**config.mk**
```make
export PLATFORM = sky130hd
export DESIGN_NAME = mmbd_cell
export DESIGN_NICKNAME = d
export VERILOG_FILES = /design/src/design/assert_macros.svh /design/src/design/mmbd_pkg.sv /design/src/design/mmbd_cell.sv
export SDC_FILE = /design/constraint.sdc
export NUM_CORES = 1
export LEC_CHECK = 0
export BUFFER_PORTS_ARGS = -buffer_cell sky130_fd_sc_hd__buf_4
export CAP_MARGIN = 0
export CORE_ASPECT_RATIO = 1.75
export CORE_MARGIN = 2
export CORE_UTILIZATION = 30
export CTS_BUF_LIST = sky130_fd_sc_hd__clkbuf_8 sky130_fd_sc_hd__clkbuf_16
export DETAILED_ROUTE_END_ITERATION = 6
export PLACE_DENSITY = 0.51
export REMOVE_ABC_BUFFERS = 1
export SYNTH_ARGS = -nofsm -noshare
export SYNTH_HDL_FRONTEND = slang
export SYNTH_SLANG_ARGS = --single-unit
```
**constraint.sdc**
```tcl
create_clock -name aclk -period 16.9 [get_ports aclk]
set_input_delay 2.535 -clock aclk [delete_from_list [all_inputs] [get_ports aclk]]
set_output_delay 2.535 -clock aclk [all_outputs]
set_load 0.01 [all_outputs]
```
**src/design/assert_macros.svh**
```systemverilog
// assertion macros for the decoder rtl
// no dependencies; included by modules that carry concurrent checks
`ifndef ASSERT_MACROS_SVH
`define ASSERT_MACROS_SVH

// clocked check, disabled while reset is held (reset is active low)
`define MMBD_ASSERT(lbl, clk, rstn, prop, msg) \
    lbl: assert property (@(posedge clk) disable iff (!(rstn)) (prop)) else $error(msg);

// clocked check that also holds during reset
`define MMBD_ASSERT_ALWAYS(lbl, clk, prop, msg) \
    lbl: assert property (@(posedge clk) (prop)) else $error(msg);

`endif

```
**src/design/mmbd_pkg.sv**
```systemverilog
// package for the masked match byte decoder: sizes, codes and the token
// that travels along the cell row; no dependencies
package mmbd_pkg;

    // table geometry
    localparam int ENTRIES = 16;
    localparam int WORDS   = 8;

    localparam int IDX_W   = (ENTRIES > 1) ? $clog2(ENTRIES) : 1;
    localparam int WSEL_W  = (WORDS > 1) ? $clog2(WORDS) : 1;
    localparam int LIMIT_W = $clog2(ENTRIES + 1);
    localparam int CNT_W   = $clog2(WORDS + 1);

    // field widths
    localparam int ENTRY_FIELD_W = 4;
    localparam int WIDX_FIELD_W  = 3;
    localparam int DATA_W        = 64;
    localparam int BYTE_W        = 8;
    localparam int STATUS_W      = 2;

    // stream widths
    localparam int S_TDATA_W = 200;
    localparam int M_TDATA_W = 8;

    // configuration port
    localparam int CFG_INDEX_W = 2;
    localparam int CFG_DATA_W  = 5;
    localparam int ENTRY_COUNT_W     = 5;
    localparam int CONTAINER_WORDS_W = 4;
    localparam logic [CFG_INDEX_W-1:0] CFG_ENTRY_COUNT     = 2'd0;
    localparam logic [CFG_INDEX_W-1:0] CFG_CONTAINER_WORDS = 2'd1;
    localparam logic [ENTRY_COUNT_W-1:0]     ENTRY_COUNT_RST     = 5'd10;
    localparam logic [CONTAINER_WORDS_W-1:0] CONTAINER_WORDS_RST = 4'd8;

    // decimal assembly
    localparam int DIGITS_PER_BYTE = 3;
    localparam int WEIGHT_HUNDREDS = 100;
    localparam int WEIGHT_TENS     = 10;
    localparam int BYTE_MAX        = 255;
    localparam int VAL_W           = 16;
    localparam int POS_W           = 2;

    // input item kinds
    localparam logic KIND_LOAD      = 1'b0;
    localparam logic KIND_CONTAINER = 1'b1;

    typedef enum logic [STATUS_W-1:0] {
        STATUS_OK    = 2'd0,
        STATUS_MISS  = 2'd1,
        STATUS_RANGE = 2'd2
    } status_t;

    typedef enum logic [1:0] {
        OP_LOAD = 2'd0,
        OP_WORD = 2'd1,
        OP_END  = 2'd2
    } op_t;

    // request token handed from cell to cell
    typedef struct packed {
        logic              valid;
        op_t               op;
        logic [IDX_W-1:0]  entry;
        logic [WSEL_W-1:0] widx;
        logic [DATA_W-1:0] data_a;   // key word on load, container word otherwise
        logic [DATA_W-1:0] data_b;   // masked etalon word on load
        logic              found;
        logic [IDX_W-1:0]  digit;
    } token_t;

endpackage

```
**src/design/mmbd_cell.sv**
```systemverilog
// one table entry of the decoder row: key and masked words, candidate flag
// depends on mmbd_pkg
module mmbd_cell
    import mmbd_pkg::*;
(
    input  logic               aclk,
    input  logic               aresetn,
    input  logic               advance,
    input  logic [IDX_W-1:0]   cell_index,
    input  logic [LIMIT_W-1:0] limit,
    input  token_t             tok_in,
    output token_t             tok_out
);

    logic [DATA_W-1:0] key_mem    [WORDS];
    logic [DATA_W-1:0] masked_mem [WORDS];
    logic              flag_reg;
    token_t            tok_reg;

    logic   hit;
    logic   flag_now;
    logic   in_range;
    logic   take;
    logic   load_here;
    token_t tok_next;

    // compare the incoming word against this entry's slot
    always_comb begin
        hit       = (tok_in.data_a & key_mem[tok_in.widx]) == masked_mem[tok_in.widx];
        flag_now  = flag_reg & hit;
        in_range  = LIMIT_W'(cell_index) < limit;
        take      = tok_in.valid && (tok_in.op == OP_END) && !tok_in.found
                    && flag_now && in_range;
        load_here = tok_in.valid && (tok_in.op == OP_LOAD) && (tok_in.entry == cell_index);
        tok_next  = tok_in;
        if (take) begin
            tok_next.found = 1'b1;
            tok_next.digit = cell_index;
        end
    end

    // token and candidate flag
    always_ff @(posedge aclk) begin
        if (!aresetn) begin
            tok_reg.valid <= 1'b0;
            flag_reg      <= 1'b1;
        end else if (advance) begin
            tok_reg <= tok_next;
            if (tok_in.valid) begin
                case (tok_in.op)
                    OP_WORD: flag_reg <= flag_now;
                    OP_END:  flag_reg <= 1'b1;
                    default: flag_reg <= flag_reg;
                endcase
            end
        end
    end

    // table storage for this entry
    always_ff @(posedge aclk) begin
        if (advance && load_here) begin
            key_mem[tok_in.widx]    <= tok_in.data_a;
            masked_mem[tok_in.widx] <= tok_in.data_b;
        end
    end

    assign tok_out = tok_reg;

endmodule

```
==> results_dict.tcl <==
set metrics [dict create \
    outcome "complete, no violations" \
    gp_congestion 0.7508 \
    drtIter0Drc 1686 \
    std_cell_rows 188 \
    tightest_slew_ns 1.078 \
    clk_path_buf_depth 3 \
    cts_hold_buffers 0 \
    vias 24430 \
    ios 298 \
    hold_start "tok_out[142]" \
    postCtsSetupBuffers 0 \
    numCtsBuffers 112 \
    synth_area_leaders "edfxtp_1 (78%), mux4_2 (3.2%), mux2i_1 (2.7%)" \
    yosysWarnings 0 \
    start_kind "primary input" \
    ant_nets 0 \
    ir_drop_uv 94.70 \
    critPathCaptureType "flip-flop" \
    syn_to_final_growth_pct 18.14 \
    r2r-end "tok_out[2]" \
    fmax_ghz 0.1375 \
    dp_hpwl_um 74070 \
    min_path_type "reg -> reg" \
    min_period_over_period_pct 43.04 \
    drt-vias-per-instance 5.050 \
    synth_edf_count 1166 \
    grt_first_pass_wirelength_um 182000 \
    p_per_area_mw_per_mm2 115.2 \
    whs_ns 0.5337 \
    yosysSeqAreaShare_pct 77.92 \
    skew_ns 0.02120 \
    cap_violations 0 \
    synth_cells 2418 \
    whs_endpoint "tok_out[142]" \
    h-tree-depth 3 \
    avgSynthCellArea_um2 18.60 \
    synth_area_mm2 0.04499 \
    drt_wl_total_um 127000 \
    fp.dieH_um 516.3 \
    wl_per_cell_um 26.25 \
    yosys.area.top_type "edfxtp_1" \
    cts_tree "done" \
    async_flop_share_pct 0 \
    reg2reg_depth 9 \
    reg2reg_slack_ns 12.90 \
    drt_pass1_iterations 6 \
    dpl-instance-area_mm2 0.04949 \
    finalInstanceArea_mm2 0.05315 \
    grt_max_degree 129 \
    critPathKind "in -> reg" \
    cts_num_sinks 1168 \
    synth_top_area_share_pct 77.83 \
    overflow 0 \
    io_buffers 297 \
    drive_above_1_share_pct 24.52 \
    clk_pin_slew_worst_paths_ns 0.07 \
    synth_ff_type "edfxtp_1" \
    tns_ns 0 \
    gr-usage-all-layers_pct 16.26 \
    cts_root_buf "clkbuf_16" \
    cts_resized 0 \
    grt_pass1_vias 25320 \
    initial_core_util_pct 30.12 \
    drcViolationCount 0 \
    coreArea_mm2 0.1494 \
    rsz0062_at_grt "false" \
    crit_required_ns 17.36 \
    die_w_um 296.7 \
    dieArea_mm2 0.1532 \
    slew_headroom_pct 28.17 \
    antenna_found_initial 8 \
    clock_latency_ns 0.73 \
    ys_ff_latch 1168 \
    r2r-start "key_mem[2][25]" \
    maxSlewViolCount 0 \
    nets 2904 \
    setup_violations 0 \
    final-hold-violation-count 0 \
    cp_max_fo 49 \
    min_path_cells 2 \
    synth.distinct_cells 77 \
    p_leak_nw 17.46 \
    crit_arrival_ns 7.74 \
    period_needed_ns 7.273 \
]
## cell families after synthesis
| logic type | after synthesis | synth area share, % |
|---|---|---|
| simple gates | 279 | 3.288 |
| mux | 261 | 7.774 |
| flops | 1168 | 77.92 |
| compound gates | 476 | 7.955 |
| xor+xnor | 38 | 0.7398 |
| fa+ha+maj | 5 | 0.1391 |
| buf+inv | 191 | 2.183 |
## cells in the mapped netlist (8+ instances only)
master     number
a211oi_1       18
a21oi_1        53
a221o_1         9
a221oi_1       26
a22o_1         13
a22oi_1        21
a2bb2oi_1      12
a31oi_1         9
and3_1         10
buf_1           8
buf_2          56
buf_4          37
clkbuf_1       36
edfxtp_1     1166
inv_1          45
mux2_2         77
mux2i_1       121
mux4_2         63
nand2_1        97
nand2b_1       19
nand3_1        19
nand3b_1       14
nand4_1        13
nor2_1         31
nor2b_1        25
o211ai_1       12
o21ai_0        19
o221ai_1       71
o22ai_1        89
o31ai_1        19
o32ai_1        34
xnor2_1        17
xor2_1         21
## worst max-delay path by stage
stage                      from            end  slack [ns]  cells past startpoint
CTS                 tok_in[133]     tok_out[2]        9.57                     12
global route        tok_in[133]     tok_out[2]        9.44                     12
detailed placement  tok_in[133]     tok_out[2]        8.78                     12
global placement    tok_in[133]     tok_out[1]        8.76                     12
floorplan           tok_in[140]  key_mem[1][0]        4.19                      5
finish              tok_in[133]     tok_out[2]        9.63                     12
## report_power, final
group          internal (mW)  switching (mW)
Combinational          0.136           0.237
Sequential              3.21         0.00737
Clock                   1.42            1.11
Total                   4.77            1.36
## per-layer routing
metal  share of wire [%]  GRT usage [%]  vias to the layer above
li1                    -              -                    10590
met1                  40          19.60                    12940
met2                  52          29.47                      704
met3                 4.5          2.408                      184
met4                 2.8          5.625                        8
met5               0.042              0                        -
## stage by stage
step	instances	power (mW)	setup slack [ns]	utilization, %
6_report	4837	6.122	9.627	35.58
3_5_place_dp	4625	3.664	8.778	33.13
3_3_place_gp	4625	3.662	8.761	33.13
5_1_grt	4834	6.310	9.441	35.58
4_1_cts	4833	6.200	9.575	35.57
2_1_floorplan	2274	3.429	4.189	-
## cell type report
type                            instances  area (µm²)
Timing Repair Buffer                  356        2716
Inverter                               47       176.4
Antenna cell                            4       10.01
Clock buffer                          115        2878
Tap cell                             1995        2496
Sequential cell                      1168       35050
Multi-Input combinational cell       1059        9042
Clock inverter                         93       773.2
Fill cell                           14050       96220
## critical path, stage by stage
cell,delay [ns]
buf_6,0.36
buf_4,0.62
buf_4,0.65
mux4_2,0.59
mux2_2,0.29
and3_1,0.17
nor4_1,0.40
and4b_1,0.27
and4_1,0.33
nand4_1,0.40
nor4_4,0.60
mux2_2,0.39
## cells in the final DEF (no fill, tap or decap), types with 9 or more instances in the layout
| master | instances |
|---|---|
| a31oi_1 | 9 |
| a22oi_1 | 21 |
| buf_4 | 351 |
| nor2b_1 | 22 |
| mux2i_1 | 121 |
| xnor2_1 | 17 |
| clkbuf_16 | 115 |
| a2bb2oi_1 | 12 |
| a221oi_1 | 26 |
| o32ai_1 | 34 |
| o221ai_1 | 71 |
| edfxtp_1 | 1166 |
| nand2b_1 | 15 |
| inv_1 | 70 |
| a211oi_1 | 18 |
| mux2_2 | 77 |
| clkinv_1 | 24 |
| nand2_1 | 96 |
| bufinv_16 | 12 |
| xor2_1 | 21 |
| clkinv_2 | 15 |
| o211ai_1 | 12 |
| nand3b_1 | 14 |
| a22o_1 | 13 |
| a21oi_1 | 53 |
| mux4_2 | 63 |
| nand4_1 | 13 |
| nand3_1 | 19 |
| inv_6 | 9 |
| o22ai_1 | 89 |
| o21ai_0 | 19 |
| o31ai_1 | 19 |
| a221o_1 | 9 |
| and3_1 | 10 |
| nor2_1 | 25 |
(Power assumes the default switching activity.)
