--- src/design/assert_macros.svh ---
// assertion macros for the decoder rtl
// no dependencies; included by modules that carry concurrent checks
`ifndef ASSERT_MACROS_SVH
`define ASSERT_MACROS_SVH

// clocked check, disabled while reset is held (reset is active low)
`define MMBD_ASSERT(lbl, clk, rstn, prop, msg) \
    lbl: assert property (@(posedge clk) disable iff (!(rstn)) (prop)) else $error(msg);

// clocked check that also holds during reset
`define MMBD_ASSERT_ALWAYS(lbl, clk, prop, msg) \
    lbl: assert property (@(posedge clk) (prop)) else $error(msg);

`endif

--- src/design/mmbd_pkg.sv ---
// package for the masked match byte decoder: sizes, codes and the token
// that travels along the cell row; no dependencies
package mmbd_pkg;

    // table geometry
    localparam int ENTRIES = 16;
    localparam int WORDS   = 8;

    localparam int IDX_W   = (ENTRIES > 1) ? $clog2(ENTRIES) : 1;
    localparam int WSEL_W  = (WORDS > 1) ? $clog2(WORDS) : 1;
    localparam int LIMIT_W = $clog2(ENTRIES + 1);
    localparam int CNT_W   = $clog2(WORDS + 1);

    // field widths
    localparam int ENTRY_FIELD_W = 4;
    localparam int WIDX_FIELD_W  = 3;
    localparam int DATA_W        = 64;
    localparam int BYTE_W        = 8;
    localparam int STATUS_W      = 2;

    // stream widths
    localparam int S_TDATA_W = 200;
    localparam int M_TDATA_W = 8;

    // configuration port
    localparam int CFG_INDEX_W = 2;
    localparam int CFG_DATA_W  = 5;
    localparam int ENTRY_COUNT_W     = 5;
    localparam int CONTAINER_WORDS_W = 4;
    localparam logic [CFG_INDEX_W-1:0] CFG_ENTRY_COUNT     = 2'd0;
    localparam logic [CFG_INDEX_W-1:0] CFG_CONTAINER_WORDS = 2'd1;
    localparam logic [ENTRY_COUNT_W-1:0]     ENTRY_COUNT_RST     = 5'd10;
    localparam logic [CONTAINER_WORDS_W-1:0] CONTAINER_WORDS_RST = 4'd8;

    // decimal assembly
    localparam int DIGITS_PER_BYTE = 3;
    localparam int WEIGHT_HUNDREDS = 100;
    localparam int WEIGHT_TENS     = 10;
    localparam int BYTE_MAX        = 255;
    localparam int VAL_W           = 16;
    localparam int POS_W           = 2;

    // input item kinds
    localparam logic KIND_LOAD      = 1'b0;
    localparam logic KIND_CONTAINER = 1'b1;

    typedef enum logic [STATUS_W-1:0] {
        STATUS_OK    = 2'd0,
        STATUS_MISS  = 2'd1,
        STATUS_RANGE = 2'd2
    } status_t;

    typedef enum logic [1:0] {
        OP_LOAD = 2'd0,
        OP_WORD = 2'd1,
        OP_END  = 2'd2
    } op_t;

    // request token handed from cell to cell
    typedef struct packed {
        logic              valid;
        op_t               op;
        logic [IDX_W-1:0]  entry;
        logic [WSEL_W-1:0] widx;
        logic [DATA_W-1:0] data_a;   // key word on load, container word otherwise
        logic [DATA_W-1:0] data_b;   // masked etalon word on load
        logic              found;
        logic [IDX_W-1:0]  digit;
    } token_t;

endpackage

--- src/design/mmbd_assemble.sv ---
// end of the row: gathers three digits into a byte and holds results in
// an output register with a skid stage; depends on mmbd_pkg and assert_macros.svh
`include "assert_macros.svh"

module mmbd_assemble
    import mmbd_pkg::*;
(
    input  logic                 aclk,
    input  logic                 aresetn,
    input  token_t               tok_in,
    output logic                 advance,
    output logic                 m_tvalid,
    input  logic                 m_tready,
    output logic [M_TDATA_W-1:0] m_tdata,   // byte_value
    output logic [STATUS_W-1:0]  m_tuser    // status
);

    logic [POS_W-1:0] pos_reg,   pos_next;
    logic [IDX_W-1:0] hold0_reg, hold0_next;
    logic [IDX_W-1:0] hold1_reg, hold1_next;
    logic             miss_reg,  miss_next;

    logic              out_valid_reg;
    logic [BYTE_W-1:0] out_byte_reg;
    status_t           out_status_reg;
    logic              skid_valid_reg;
    logic [BYTE_W-1:0] skid_byte_reg;
    status_t           skid_status_reg;

    logic              push;
    logic [IDX_W-1:0]  digit;
    logic              miss;
    logic [VAL_W-1:0]  value;
    logic [BYTE_W-1:0] res_byte;
    status_t           res_status;

    assign advance = !skid_valid_reg;

    // digit collection and byte formation
    always_comb begin
        pos_next   = pos_reg;
        hold0_next = hold0_reg;
        hold1_next = hold1_reg;
        miss_next  = miss_reg;
        push       = 1'b0;
        digit      = tok_in.found ? tok_in.digit : '0;
        miss       = miss_reg | !tok_in.found;
        value      = VAL_W'(32'(hold0_reg) * WEIGHT_HUNDREDS + 32'(hold1_reg) * WEIGHT_TENS
                            + 32'(digit));
        res_byte   = '0;
        res_status = STATUS_OK;
        if (miss) begin
            res_status = STATUS_MISS;
        end else if (32'(value) > BYTE_MAX) begin
            res_status = STATUS_RANGE;
        end else begin
            res_byte = value[BYTE_W-1:0];
        end
        if (advance && tok_in.valid && tok_in.op == OP_END) begin
            if (32'(pos_reg) == DIGITS_PER_BYTE - 1) begin
                push       = 1'b1;
                pos_next   = '0;
                hold0_next = '0;
                hold1_next = '0;
                miss_next  = 1'b0;
            end else begin
                if (pos_reg == '0) begin
                    hold0_next = digit;
                end else begin
                    hold1_next = digit;
                end
                pos_next  = pos_reg + 1'b1;
                miss_next = miss;
            end
        end
    end

    always_ff @(posedge aclk) begin
        if (!aresetn) begin
            pos_reg   <= '0;
            hold0_reg <= '0;
            hold1_reg <= '0;
            miss_reg  <= 1'b0;
        end else begin
            pos_reg   <= pos_next;
            hold0_reg <= hold0_next;
            hold1_reg <= hold1_next;
            miss_reg  <= miss_next;
        end
    end

    // output register with skid stage
    always_ff @(posedge aclk) begin
        if (!aresetn) begin
            out_valid_reg  <= 1'b0;
            skid_valid_reg <= 1'b0;
        end else if (out_valid_reg && m_tready) begin
            // output taken: refill from the skid stage, else from a new result, else go empty
            if (skid_valid_reg) begin
                skid_valid_reg <= 1'b0;
                out_byte_reg   <= skid_byte_reg;
                out_status_reg <= skid_status_reg;
            end else if (push) begin
                out_byte_reg   <= res_byte;
                out_status_reg <= res_status;
            end else begin
                out_valid_reg <= 1'b0;
            end
        end else if (push) begin
            if (out_valid_reg) begin
                skid_valid_reg  <= 1'b1;
                skid_byte_reg   <= res_byte;
                skid_status_reg <= res_status;
            end else begin
                out_valid_reg  <= 1'b1;
                out_byte_reg   <= res_byte;
                out_status_reg <= res_status;
            end
        end
    end

    assign m_tvalid = out_valid_reg;
    assign m_tdata  = out_byte_reg;
    assign m_tuser  = out_status_reg;

    // checks
    `MMBD_ASSERT(a_skid_behind_out, aclk, aresetn, skid_valid_reg |-> out_valid_reg, "skid full while output empty")
    `MMBD_ASSERT(a_pos_bound, aclk, aresetn, 32'(pos_reg) < DIGITS_PER_BYTE, "digit position past third container")
    `MMBD_ASSERT(a_err_zero, aclk, aresetn, (out_valid_reg && out_status_reg != STATUS_OK) |-> (out_byte_reg == '0), "error result carries a nonzero byte")
    `MMBD_ASSERT(a_no_push_stalled, aclk, aresetn, skid_valid_reg |=> !(skid_valid_reg && $past(push)), "result pushed while skid full")

endmodule

--- config.mk ---
export PLATFORM = sky130hd
export DESIGN_NAME = mmbd_assemble
export DESIGN_NICKNAME = d
export VERILOG_FILES = /design/src/design/mmbd_pkg.sv /design/src/design/mmbd_assemble.sv
export VERILOG_INCLUDE_DIRS = /design/src /design/src/design
export SDC_FILE = /design/constraint.sdc
export NUM_CORES = 1
export LEC_CHECK = 0
export BUFFER_PORTS_ARGS = -buffer_cell sky130_fd_sc_hd__buf_2
export CORE_MARGIN = 2
export CORE_UTILIZATION = 25
export DETAILED_ROUTE_END_ITERATION = 12
export PLACE_DENSITY_LB_ADDON = 0.08
export SLEW_MARGIN = 40
export SYNTH_ARGS = -nofsm -noshare
export SYNTH_HDL_FRONTEND = slang
export SYNTH_SLANG_ARGS = --single-unit
--- constraint.sdc ---
create_clock -name aclk -period 4 [get_ports aclk]
set_input_delay 0.8 -clock aclk [delete_from_list [all_inputs] [get_ports aclk]]
set_output_delay 0.8 -clock aclk [all_outputs]
set_load 0.005 [all_outputs]
==> qor.txt <==
STATUS
--------------------------------------------------------------------------------
Result of the run                                                      completed

CRITICAL PATH
--------------------------------------------------------------------------------
Worst Setup End Kind                                                        flop
Category of the critical setup timing path                               reg2reg
Critical-path top delay cell                                        sky130_fd_sc_hd__or4b_4
Critical path required time                                              4.09 ns
Largest stage delay, worst path                                          0.50 ns
Max Fanout on Critical Path                                                   16
Reg-to-reg critical path endpoint                                   m_tdata[1]$_DFFE_PP_
Cell repeated most along the worst path                             sky130_fd_sc_hd__ha_1
Cell Chain, Critical Path                                           ha_1, ha_1, inv_1, fa_1, inv_1, ha_1, ha_1, nor2_1, or4b_4, a2111oi_4, o21ai_4, o31ai_1
Reg-to-reg startpoint                                               hold0_reg[1]$_SDFFE_PN0P_
Reg2Reg Setup Slack                                                      0.31 ns
Critical Path AT                                                         3.79 ns
Setup crit start kind                                                       flop
Worst reg-to-reg path cell count                                              12

CLOCKING
--------------------------------------------------------------------------------
CTS Buf Count                                                                  5
Max Buffers Root-to-Sink                                                       2
Clock tree from TritonCTS                                                    yes
Post-CTS Hold Fix Bufs                                                         0
Reg clk slew, reported paths                                             0.07 ns
Clock sink count                                                              33
Maximum level of the CTS H-tree                                                2
Worst-skew pair later-pin latency                                        0.28 ns
Library cell used as clock root buffer                              sky130_fd_sc_hd__clkbuf_8
Post-cts resize count                                                          0
Buffer count from post-CTS setup fixing                                        0

SYNTHESIS
--------------------------------------------------------------------------------
Prevailing post-synth register cell                                 sky130_fd_sc_hd__edfxtp_1
Post-Syn Area per Cell                                                  10.2 µm²
Post-synth top cells                                                27 x sky130_fd_sc_hd__ha_1, 27 x sky130_fd_sc_hd__nor2_1, 20 x sky130_fd_sc_hd__edfxtp_1
Largest area contributor in the synthesized netlist                 sky130_fd_sc_hd__edfxtp_1
Post-synthesis sequential area ratio                                       40.5%
Post-synthesis instance total                                                209
Largest cells by area after synthesis                               sky130_fd_sc_hd__edfxtp_1 28%, sky130_fd_sc_hd__ha_1 16%, sky130_fd_sc_hd__dfxtp_1 12%
Count of flip-flops with a built-in enable after synthesis                    20
Total of warnings raised by yosys                                              0
Top-area cell type share of the netlist area                               28.3%
Syn_nets                                                                     387
Synthesized cell area                                                   2130 µm²
Share of synthesized flip-flops with an asynchronous set or reset             0%
Count of state elements after synthesis                                       33
Post-synthesis cell type count                                                39

TIMING
--------------------------------------------------------------------------------
Setup repair after global routing missed its margin                        false
Setup Total Neg Slack                                                       0 ns
Setup violators final                                                          0
Worst relative slew slack                                                  64.2%
Fmax                                                                     271 MHz
Final critical delay including setup and external delays                 3.69 ns
Final worst path period share                                              92.4%
Worst-margin pin slew                                                   0.536 ns
Worst clock skew                                                      0.00753 ns
Slew Viols, Final                                                              0
Hold Fails Final Rpt                                                           0

WORST HOLD PATH
--------------------------------------------------------------------------------
Number of instances on the worst hold path                                     2
Hold path endpoint                                                  miss_reg$_SDFFE_PN0P_
Worst Hold Class                                                         reg2reg
Hold Startpoint                                                     miss_reg$_SDFFE_PN0P_

LAYOUT
--------------------------------------------------------------------------------
Utilization after layout                                                   30.5%
Ant diodes                                                                     0
Fill cells                                                                   850
Area overhead of the layout relative to synthesis                          17.8%
Final net count                                                              416
Final cell count without fillers                                             344
Proportion of layout cells with a drive suffix above 1                     16.7%

GRT
--------------------------------------------------------------------------------
Via count of the first global-routing pass                                  1422
Global-route met1 utilization                                              14.2%
Met2 layer usage reported by global route                                  15.6%
Peak-usage layer in the global routing report                               met2
Met3 Use GR                                                                2.35%
Grt ovf                                                                        0
Overall Global Routing Usage                                               10.3%
Initial antenna violation count                                                0
Wire length of the first global-routing pass                             7210 µm
Maximum number of pins on one net before global-route repair                  17

PLACED DESIGN
--------------------------------------------------------------------------------
IO buf count                                                                  22
Final Wtd Congestion                                                       0.726
DP Wirelength                                                            3340 µm
Placed Cells                                                                 336

POWER
--------------------------------------------------------------------------------
Power Density                                                         289 nW/µm²
Pleak                                                                 0.00106 µW
IR Drop Worst-Case VDD                                                    111 µV

DRT
--------------------------------------------------------------------------------
Drt total wl                                                             4240 µm
Average detailed-routed wire length per instance                         12.3 µm
Number of vias in the routed layout                                         1500
Length of the first detailed-routing pass in iterations                        4
Initial detailed-routing violation count                                      56
Post-route DRC violation count                                                 0
Detail Route Antenna Nets                                                      0
Vias per inst                                                               4.36

FLOORPLANNING
--------------------------------------------------------------------------------
Die Ht                                                                   96.2 µm
Num ports                                                                    158
Overall die width                                                        96.2 µm
Standard-cell rows                                                            33
Starting density of the core                                               25.9%
Die area                                                                9260 µm²
Core footprint                                                          8220 µm²

FLOW RUN
--------------------------------------------------------------------------------
Max-cap viol count                                                             0

==> worst max path at each step <==
stage | startpoint | to | slack (ns) | depth (start not counted)
after global placement | tok_in[4] | m_tdata[1]$_DFFE_PP_ | 0.19 | 10
final | hold0_reg[1]$_SDFFE_PN0P_ | m_tdata[1]$_DFFE_PP_ | 0.31 | 12
after global routing | hold0_reg[1]$_SDFFE_PN0P_ | m_tdata[0]$_DFFE_PP_ | 0.02 | 12
after floorplan | tok_in[140] | m_tdata[0]$_DFFE_PP_ | 0.29 | 6
after detailed placement | tok_in[4] | m_tdata[1]$_DFFE_PP_ | 0.18 | 10
after CTS | hold0_reg[1]$_SDFFE_PN0P_ | m_tdata[1]$_DFFE_PP_ | 0.18 | 12
==> worst max-delay path: cells and delay by family, from the launching register on <==
family,cells,cell delay (ns)
flops,1,0.45
buf+inv,2,0.14
fa+ha+maj,5,1.31
simple gates,2,0.60
compound gates,3,0.99
==> cells by family (layout without fill, tap and decap cells) <==
kind of cell | after synthesis | after routing | share of synthesized area (%)
XOR/XNOR | 5 | 5 | 2.06
flip-flops | 33 | 33 | 40.5
AND/OR/NAND/NOR | 68 | 68 | 15.0
AO/OA/AOI/OAI | 43 | 43 | 15.4
buffers and inverters | 24 | 54 | 4.59
adder cells (fa/ha/maj) | 32 | 32 | 20.6
multiplexers | 4 | 4 | 1.88
==> layout by cell type (no fill, tap or decap), drive strengths merged, types with 4 or more instances in the layout <==
cell    netlist  layout
clkbuf        4       8
a21oi        11      11
nor2         27      27
dfxtp        13      13
fa            5       5
buf           1      27
inv          19      19
o21ai        11      11
o31ai         7       7
nand2        19      19
nor2b         8       8
ha           27      27
edfxtp       20      20
mux2i         4       4
==> per-stage QoR <==
stage	cell area, µm²	total power (µW)	hold WS [ns]	worst slack, ns
after floorplan	2130	410	0.454	0.294
after global placement	2380	427	0.478	0.191
after detailed placement	2380	427	0.486	0.183
after CTS	2500	740	0.507	0.181
after global routing	2500	762	0.531	0.0177
final	2500	725	0.505	0.306
==> final cells by class <==
cell class / instances / area (µm²) / share of cell area, %
Clock buffer: 8 / 111 / 4.45
Inverter: 19 / 71.3 / 2.85
Multi-Input combinational cell: 152 / 1180 / 47.2
Sequential cell: 33 / 861 / 34.4
Tap cell: 105 / 131 / 5.25
Timing Repair Buffer: 27 / 148 / 5.90
==> power by group <==
| group | total (µW) | leakage [µW] | internal [µW] | switching (µW) |
|---|---|---|---|---|
| sequential | 363 | 0.000282 | 361 | 2.60 |
| clock | 305 | 0.0000566 | 178 | 127 |
| combinational | 56.1 | 0.000719 | 22.8 | 33.3 |
==> metal layers <==
| metal | share of wire (%) | up-vias |
|---|---|---|
| met4 | 1.3 | 0 |
| met2 | 44 | 26 |
| li1 | - | 791 |
| met1 | 50 | 676 |
| met3 | 4.0 | 7 |
| met5 | 0 | - |
No activity file was read; power rests on OpenSTA's default activity.
